<file path="src/hdl/tss_pkg.sv">
// Shared types and constants for the timestamp stream statistics block.
// No dependencies; used by the core, its checker and the bench.
package tss_pkg;

  localparam int unsigned TS_W   = 48;
  localparam int unsigned OFS_W  = 32;
  localparam int unsigned CNT_W  = 32;
  localparam int unsigned DMAX_W = 31;
  localparam int unsigned SUM_W  = 64;

  localparam logic signed [OFS_W-1:0] DELTA_MIN_INIT = 32'sh7FFF_FFFF;
  localparam logic        [CNT_W-1:0] CNT_SAT        = {CNT_W{1'b1}};

  typedef struct packed {
    logic                    start_of_stream;
    logic [TS_W-1:0]         decode_time;
    logic signed [OFS_W-1:0] comp_offset;
  } in_req_t;

  typedef struct packed {
    logic [TS_W-1:0]         comp_time;
    logic [TS_W-1:0]         pres_time;
    logic [CNT_W-1:0]        max_reorder_depth;
    logic signed [OFS_W-1:0] min_delta;
    logic [DMAX_W-1:0]       max_delta;
    logic signed [SUM_W-1:0] delta_sum;
    logic [CNT_W-1:0]        sample_count;
  } out_rsp_t;

endpackage

</file>
<file path="src/hdl/tss_stream_if.sv">
// Valid/ready channel carrying one request of payload type T.
// Depends on nothing; the core uses it with tss_pkg types.
interface tss_stream_if #(parameter type T = logic) ();
  logic valid;
  logic ready;
  T     data;

  modport source (output valid, output data, input ready);
  modport sink   (input valid, input data, output ready);
endinterface

</file>
<file path="src/hdl/timestamp_stream_statistics_core.sv">
// Timestamp stream statistics core: composition/presentation times, reorder
// depth and presentation delta statistics. Depends on tss_pkg, tss_stream_if.
//
//   channel | dir | payload            | handshake
//   --------+-----+--------------------+-----------------------------
//   in_ch   | in  | tss_pkg::in_req_t  | valid/ready, one request/item
//   out_ch  | out | tss_pkg::out_rsp_t | valid/ready, one result/item
//
// Throughput is one request per cycle while results are drained; a request
// passes the input register, then the result/statistics register.
// rst_n is synchronous, active low; it clears the pipeline valids, the
// latched first offset and all statistics (minimum delta to 2^31-1).
// A stalled result holds; the input register keeps accepting while it is
// empty, or the result register is empty or being drained in the same cycle.
module timestamp_stream_statistics_core (
  input  logic         clk,
  input  logic         rst_n,
  tss_stream_if.sink   in_ch,
  tss_stream_if.source out_ch
);

  localparam int unsigned TS_W  = tss_pkg::TS_W;
  localparam int unsigned OFS_W = tss_pkg::OFS_W;
  localparam int unsigned CNT_W = tss_pkg::CNT_W;
  localparam int unsigned DM_W  = tss_pkg::DMAX_W;
  localparam int unsigned SUM_W = tss_pkg::SUM_W;

  // ---------------- handshake ----------------
  logic s1_vld_r;
  logic out_vld_r;
  logic adv;      // result register may take a new value
  logic in_rdy;
  logic in_acc;
  logic load;     // stage 1 moves into the result/statistics registers

  assign adv    = !out_vld_r || out_ch.ready;
  assign in_rdy = !s1_vld_r || adv;
  assign in_acc = in_ch.valid && in_rdy;
  assign load   = adv && s1_vld_r;

  assign in_ch.ready  = in_rdy;
  assign out_ch.valid = out_vld_r;

  // ---------------- stage 1: times ----------------
  // First offset is tracked here in request order. On a start request the
  // latched offset equals this request's offset, so pres_time = decode_time.
  logic [OFS_W-1:0] first_ofs_r;
  logic             s1_start_r;
  logic [TS_W-1:0]  s1_comp_r;
  logic [TS_W-1:0]  s1_pres_r;

  logic [TS_W-1:0] ofs_ext;
  logic [TS_W-1:0] first_ext;
  logic [TS_W-1:0] comp_nxt;
  logic [TS_W-1:0] pres_nxt;

  assign ofs_ext   = {{(TS_W-OFS_W){in_ch.data.comp_offset[OFS_W-1]}},
                      in_ch.data.comp_offset};
  assign first_ext = {{(TS_W-OFS_W){first_ofs_r[OFS_W-1]}}, first_ofs_r};
  assign comp_nxt  = in_ch.data.decode_time + ofs_ext;
  assign pres_nxt  = in_ch.data.start_of_stream ? in_ch.data.decode_time
                                                : comp_nxt - first_ext;

  always_ff @(posedge clk) begin
    if (!rst_n) begin
      s1_vld_r    <= 1'b0;
      first_ofs_r <= '0;
    end else begin
      if (in_rdy) begin
        s1_vld_r <= in_ch.valid;
      end
      if (in_acc && in_ch.data.start_of_stream) begin
        first_ofs_r <= in_ch.data.comp_offset;
      end
    end
  end

  always_ff @(posedge clk) begin
    if (in_acc) begin
      s1_start_r <= in_ch.data.start_of_stream;
      s1_comp_r  <= comp_nxt;
      s1_pres_r  <= pres_nxt;
    end
  end

  // ---------------- stage 2: statistics ----------------
  // The statistics registers double as the result register.
  logic [TS_W-1:0]         prev_comp_r,  prev_comp_nxt;
  logic [TS_W-1:0]         prev_pres_r,  prev_pres_nxt;
  logic [CNT_W-1:0]        run_len_r,    run_len_nxt;
  logic [CNT_W-1:0]        longest_r,    longest_nxt;
  logic signed [OFS_W-1:0] least_r,      least_nxt;
  logic [DM_W-1:0]         greatest_r,   greatest_nxt;
  logic signed [SUM_W-1:0] sum_r,        sum_nxt;
  logic [CNT_W-1:0]        count_r,      count_nxt;

  logic signed [OFS_W-1:0] delta;      // low 32 bits of the pres_time step
  logic                    decrease;
  logic [CNT_W-1:0]        run_inc;

  assign delta    = s1_pres_r[OFS_W-1:0] - prev_pres_r[OFS_W-1:0];
  assign decrease = prev_comp_r > s1_comp_r;
  assign run_inc  = (run_len_r == tss_pkg::CNT_SAT) ? run_len_r : run_len_r + 1'b1;

  always_comb begin
    prev_comp_nxt = s1_comp_r;
    prev_pres_nxt = s1_pres_r;
    count_nxt     = (count_r == tss_pkg::CNT_SAT) ? count_r : count_r + 1'b1;
    run_len_nxt   = run_len_r;
    longest_nxt   = longest_r;
    least_nxt     = least_r;
    greatest_nxt  = greatest_r;
    sum_nxt       = sum_r;
    if (s1_start_r) begin
      // no previous sample: clear and count this one
      run_len_nxt  = '0;
      longest_nxt  = '0;
      least_nxt    = tss_pkg::DELTA_MIN_INIT;
      greatest_nxt = '0;
      sum_nxt      = '0;
      count_nxt    = {{(CNT_W-1){1'b0}}, 1'b1};
    end else begin
      if (decrease) begin
        run_len_nxt = run_inc;
        if (run_inc > longest_r) begin
          longest_nxt = run_inc;
        end
      end else begin
        run_len_nxt = '0;
      end
      if (delta < least_r) begin
        least_nxt = delta;
      end
      // positive delta only; sign bit clear means it fits in 31 bits
      if (!delta[OFS_W-1] && (delta[DM_W-1:0] > greatest_r)) begin
        greatest_nxt = delta[DM_W-1:0];
      end
      sum_nxt = sum_r + {{(SUM_W-OFS_W){delta[OFS_W-1]}}, delta};
    end
  end

  always_ff @(posedge clk) begin
    if (!rst_n) begin
      out_vld_r   <= 1'b0;
      prev_comp_r <= '0;
      prev_pres_r <= '0;
      run_len_r   <= '0;
      longest_r   <= '0;
      least_r     <= tss_pkg::DELTA_MIN_INIT;
      greatest_r  <= '0;
      sum_r       <= '0;
      count_r     <= '0;
    end else begin
      if (adv) begin
        out_vld_r <= s1_vld_r;
      end
      if (load) begin
        prev_comp_r <= prev_comp_nxt;
        prev_pres_r <= prev_pres_nxt;
        run_len_r   <= run_len_nxt;
        longest_r   <= longest_nxt;
        least_r     <= least_nxt;
        greatest_r  <= greatest_nxt;
        sum_r       <= sum_nxt;
        count_r     <= count_nxt;
      end
    end
  end

  // result fields are the freshly updated state
  assign out_ch.data.comp_time         = prev_comp_r;
  assign out_ch.data.pres_time         = prev_pres_r;
  assign out_ch.data.max_reorder_depth = longest_r;
  assign out_ch.data.min_delta         = least_r;
  assign out_ch.data.max_delta         = greatest_r;
  assign out_ch.data.delta_sum         = sum_r;
  assign out_ch.data.sample_count      = count_r;

endmodule

</file>
<file path="src/flat_wrapper.sv">
// flat-port wrapper written by rule: the top's interface ports become plain ports
module timestamp_stream_statistics_core_flat import tss_pkg::*;
  (clk, rst_n, in_ch_valid, in_ch_data, in_ch_ready, out_ch_valid, out_ch_data, out_ch_ready);
  tss_stream_if #(.T(in_req_t)) in_ch_i ();
  tss_stream_if #(.T(out_rsp_t)) out_ch_i ();
  input  logic clk;
  input  logic rst_n;
  input wire logic [$bits(in_ch_i.valid)-1:0] in_ch_valid;
  input wire logic [$bits(in_ch_i.data)-1:0] in_ch_data;
  output wire logic [$bits(in_ch_i.ready)-1:0] in_ch_ready;
  output wire logic [$bits(out_ch_i.valid)-1:0] out_ch_valid;
  output wire logic [$bits(out_ch_i.data)-1:0] out_ch_data;
  input wire logic [$bits(out_ch_i.ready)-1:0] out_ch_ready;
  assign in_ch_i.valid = in_ch_valid;
  assign in_ch_i.data = in_ch_data;
  assign in_ch_ready = in_ch_i.ready;
  assign out_ch_valid = out_ch_i.valid;
  assign out_ch_data = out_ch_i.data;
  assign out_ch_i.ready = out_ch_ready;
  timestamp_stream_statistics_core u_core (.clk(clk), .rst_n(rst_n), .in_ch(in_ch_i), .out_ch(out_ch_i));
endmodule
</file>
<file path="config.mk">
export PLATFORM = sky130hd
export DESIGN_NAME = timestamp_stream_statistics_core_flat
export DESIGN_NICKNAME = d
export VERILOG_FILES = /design/src/hdl/tss_pkg.sv /design/src/hdl/tss_stream_if.sv /design/src/hdl/timestamp_stream_statistics_core.sv /design/src/flat_wrapper.sv
export SDC_FILE = /design/constraint.sdc
export NUM_CORES = 1
export LEC_CHECK = 0
export ABC_AREA = 1
export BUFFER_PORTS_ARGS = -buffer_cell sky130_fd_sc_hd__buf_2
export CAP_MARGIN = 25
export CORE_ASPECT_RATIO = 1.25
export CORE_MARGIN = 1
export CORE_UTILIZATION = 40
export CTS_CLUSTER_DIAMETER = 80
export CTS_CLUSTER_SIZE = 14
export DETAILED_ROUTE_END_ITERATION = 16
export HOLD_SLACK_MARGIN = 0.02
export PLACE_DENSITY = 0.64
export SYNTH_ARGS = -nofsm -noshare
export SYNTH_HDL_FRONTEND = slang
export SYNTH_SLANG_ARGS = --single-unit
export TNS_END_PERCENT = 100
</file>
<file path="constraint.sdc">
create_clock -name clk -period 4 [get_ports clk]
set_input_delay 0.4 -clock clk [delete_from_list [all_inputs] [get_ports clk]]
set_output_delay 0.4 -clock clk [all_outputs]
set_load 0.03 [all_outputs]
</file>
==> flow_summary.yaml <==
logic_synthesis:
  yosysMostFrequentCell: "nand2_1"
  ys.flop_type: "dfxtp_1"
  synth-edff-count: 97
  yosys.area.top_type_share_pct: 20.4
  synth_area_leaders: "dfxtp_1 20%, nand2_1 15%, ha_1 12%, a21oi_1 9.0%, edfxtp_1 8.4%"
  yosysTopAreaCell: "dfxtp_1"
  synth.ff_latch_count: 450
  syn_nets: 5728
  synth_cell_types: 59
  ys_top_cells_by_count: "1,362 x nand2_1, 716 x inv_1, 621 x a21oi_1, 518 x nor2_1, 353 x dfxtp_1"
  syn_inst: 5300
  syn_area_per_cell_um2: 6.54
  synth_seq_area_share_pct: 28.8
  yosysWarningCount: 0
  netlist_area_um2: 34600
  synthArstFlopShare_pct: 0
sta:
  relSlewSlack_pct: 38.2
  fmax_mhz: 245
  min_period_ps: 4070
  rsz0062_at_grt: "true"
  timing.final.ws_setup_ps: -74.0
  clock_skew_ps: 40.1
  drv_slew: 0
  finalSetupViolations: 40
  fin_setup_tns_ps: -1290
  worst_pin_slew_ps: 928
  hold_violations: 0
  holdWs_ps: 78.1
  finalCritPeriodShare_pct: 102
clocking:
  hold_buffers: 0
  clock_latency_ps: 630
  htree_levels: 2
  clockBufferDepth: 3
  cts_tree: "yes"
  clkTransAtPathRegs_ps: 80
  cts_buffers: 43
  clock-root-buffer: "clkbuf_16"
  clock-sinks: 450
setup_path:
  cp_max_fo: 7
  crit_path_max_incr_delay_ps: 370
  end_kind: "flip-flop"
  path_common_cell: "nand2_1"
  critPathTopFamily: "simple AND/OR/NAND/NOR gates"
  slowest_stage: "edfxtp_1"
  path_buf_inv: 6
  crit_required_ps: 4530
  cp.arrival_ps: 4600
  critPathLaunchType: "flip-flop"
  path_class: "reg2reg"
  rrSetupSlack_ps: -70
detailed_routing:
  drt-initial-drc-count: 2667
  ant_nets: 0
  wl_per_cell_um: 19.1
  drt_wl_total_um: 148000
  dr.pass1.iters: 6
  dr_total_vias: 40100
  drc: 0
  drt-vias-per-instance: 5.17
placed_design:
  place.port_buffers: 373
  dpl.hpwl_um: 121000
  gp_congestion: 1.02
run_status:
  violations: "negative setup slack"
  status: "finished, violations left"
grt:
  grt_pass1_wl_um: 220000
  grt_usage_pct: 32.7
  busiest_layer: "met2"
  antenna_found_initial: 5
  use_met1_pct: 37.2
  grt_pass1_vias: 39100
  grt_max_degree: 136
  grt_use_met2_pct: 60.1
  overflow: 0
  use_met3_pct: 3.51
final_layout:
  drive_above_1_share_pct: 26.4
  multi_input_area_um2: 22700
  area_growth_pct: 37.1
  regArea_um2: 9980
  fillCellCount: 8572
  fin_util_pct: 55.4
  fin_nets: 6983
floorplanning:
  die_area_um2: 87800
  die_h_um: 331
  fp.dieW_um: 265
  start_util_pct: 40.4
  core_area_um2: 85700
  rows: 120
  ioPinCount: 374
power:
  p_leak_nw: 22.9
  p_per_area_nw_per_um2: 470
  ir_drop_mv: 0.520
hold_path:
  worstHoldPathType: "in2reg"
run:
  maxCapViolCount: 0
==> tightest hold or removal path: stages <==
cell	delay [ps]
buf_2	100
o21ai_0	80
a21oi_1	100
==> where the power goes <==
group | internal (W) | switching, W | total (W)
Sequential | 0.00508 | 0.000324 | 0.00541
Clock | 0.00218 | 0.00206 | 0.00424
Combinational | 0.00541 | 0.00726 | 0.0127
==> final timing paths <==
check / startpoint / end / depth (start not counted)
worst max-delay path: u_core.prev_pres_nxt[0] / u_core.greatest_r[0] / 27
worst min-delay path: in_ch_data[9] / u_core.first_ofs_r[9] / 3
worst max register to register: u_core.prev_pres_nxt[0] / u_core.greatest_r[0] / 27
worst min register to register: u_core.first_ofs_r[8] / u_core.first_ofs_r[8] / 2
==> layout by cell type, fill, tap and decap left out, types with 59 or more instances in the layout <==
| cell type | netlist | final |
|---|---|---|
| inv_1 | 716 | 706 |
| a21oi_1 | 621 | 570 |
| edfxtp_1 | 97 | 97 |
| buf_4 | 6 | 945 |
| nor2_1 | 518 | 463 |
| nand4_1 | 59 | 59 |
| nand3_1 | 303 | 297 |
| nor3_1 | 68 | 61 |
| o21ai_0 | 328 | 294 |
| xor2_1 | 71 | 60 |
| ha_1 | 339 | 293 |
| buf_2 | 13 | 372 |
| dfxtp_1 | 353 | 352 |
| nand2_1 | 1362 | 1324 |
==> what timing repair did <==
action | CTS | global route
gates cloned | 2 | 1
buffers inserted | 22 | 7
hold endpoints to repair | 0 | 0
gates resized for setup | 118 | 194
pin swaps | 7 | 23
setup endpoints to repair | 110 | 169
==> cells by family (layout without fill, tap and decap cells) <==
| group | after synthesis | count (layout) | synth area share (%) |
|---|---|---|---|
| other | 0 | 4 | 0 |
| and+or+nand+nor | 2438 | 2438 | 29.3 |
| DFF | 450 | 450 | 28.8 |
| buffers and inverters | 848 | 2131 | 9.50 |
| xor gates and xnor gates | 103 | 103 | 2.60 |
| AOI/OAI and AO/OA | 1118 | 1118 | 17.3 |
| adders and majority gates | 343 | 343 | 12.5 |
==> metal layers <==
| metal | part of all wire, % | vias to the layer above |
|---|---|---|
| li1 | - | 19900 |
| met1 | 40 | 18600 |
| met2 | 50 | 1190 |
| met3 | 4.6 | 353 |
| met4 | 5.8 | 2 |
| met5 | 0.0088 | - |
==> layout make-up <==
class | count | area share (%)
flip-flops and latches | 450 | 21.0
inverters | 722 | 5.74
clock buffers | 61 | 2.52
multi-input cells | 4002 | 47.7
repair buffers | 1336 | 19.7
well taps | 1159 | 3.05
diodes | 4 | 0.0211
clock inverters | 12 | 0.292
==> per-stage QoR <==
stage / cell area [um2] / power [W] / worst slack, ps / instances
after floorplan: 34600 / 0.0114 / 37.4 / 5300
after global placement: 44600 / 0.0171 / -503 / 7637
after detailed placement: 44600 / 0.0171 / -544 / 7637
after CTS: 46600 / 0.0218 / -26.2 / 7734
after global routing: 47500 / 0.0237 / -302 / 7743
final: 47500 / 0.0223 / -74.0 / 7746
==> state kept, by name, indices dropped and copies added (netlist names) <==
register	cells
u_core.count_r	32
u_core.first_ofs_r	32
u_core.greatest_r	31
u_core.least_r	32
u_core.longest_r	32
u_core.out_ch.valid	1
u_core.prev_comp_nxt	48
u_core.prev_comp_r	48
u_core.prev_pres_nxt	48
u_core.prev_pres_r	48
u_core.run_len_r	32
u_core.s1_start_r	1
u_core.s1_vld_r	1
u_core.sum_r	64
Power figures use the tool's default switching activity.
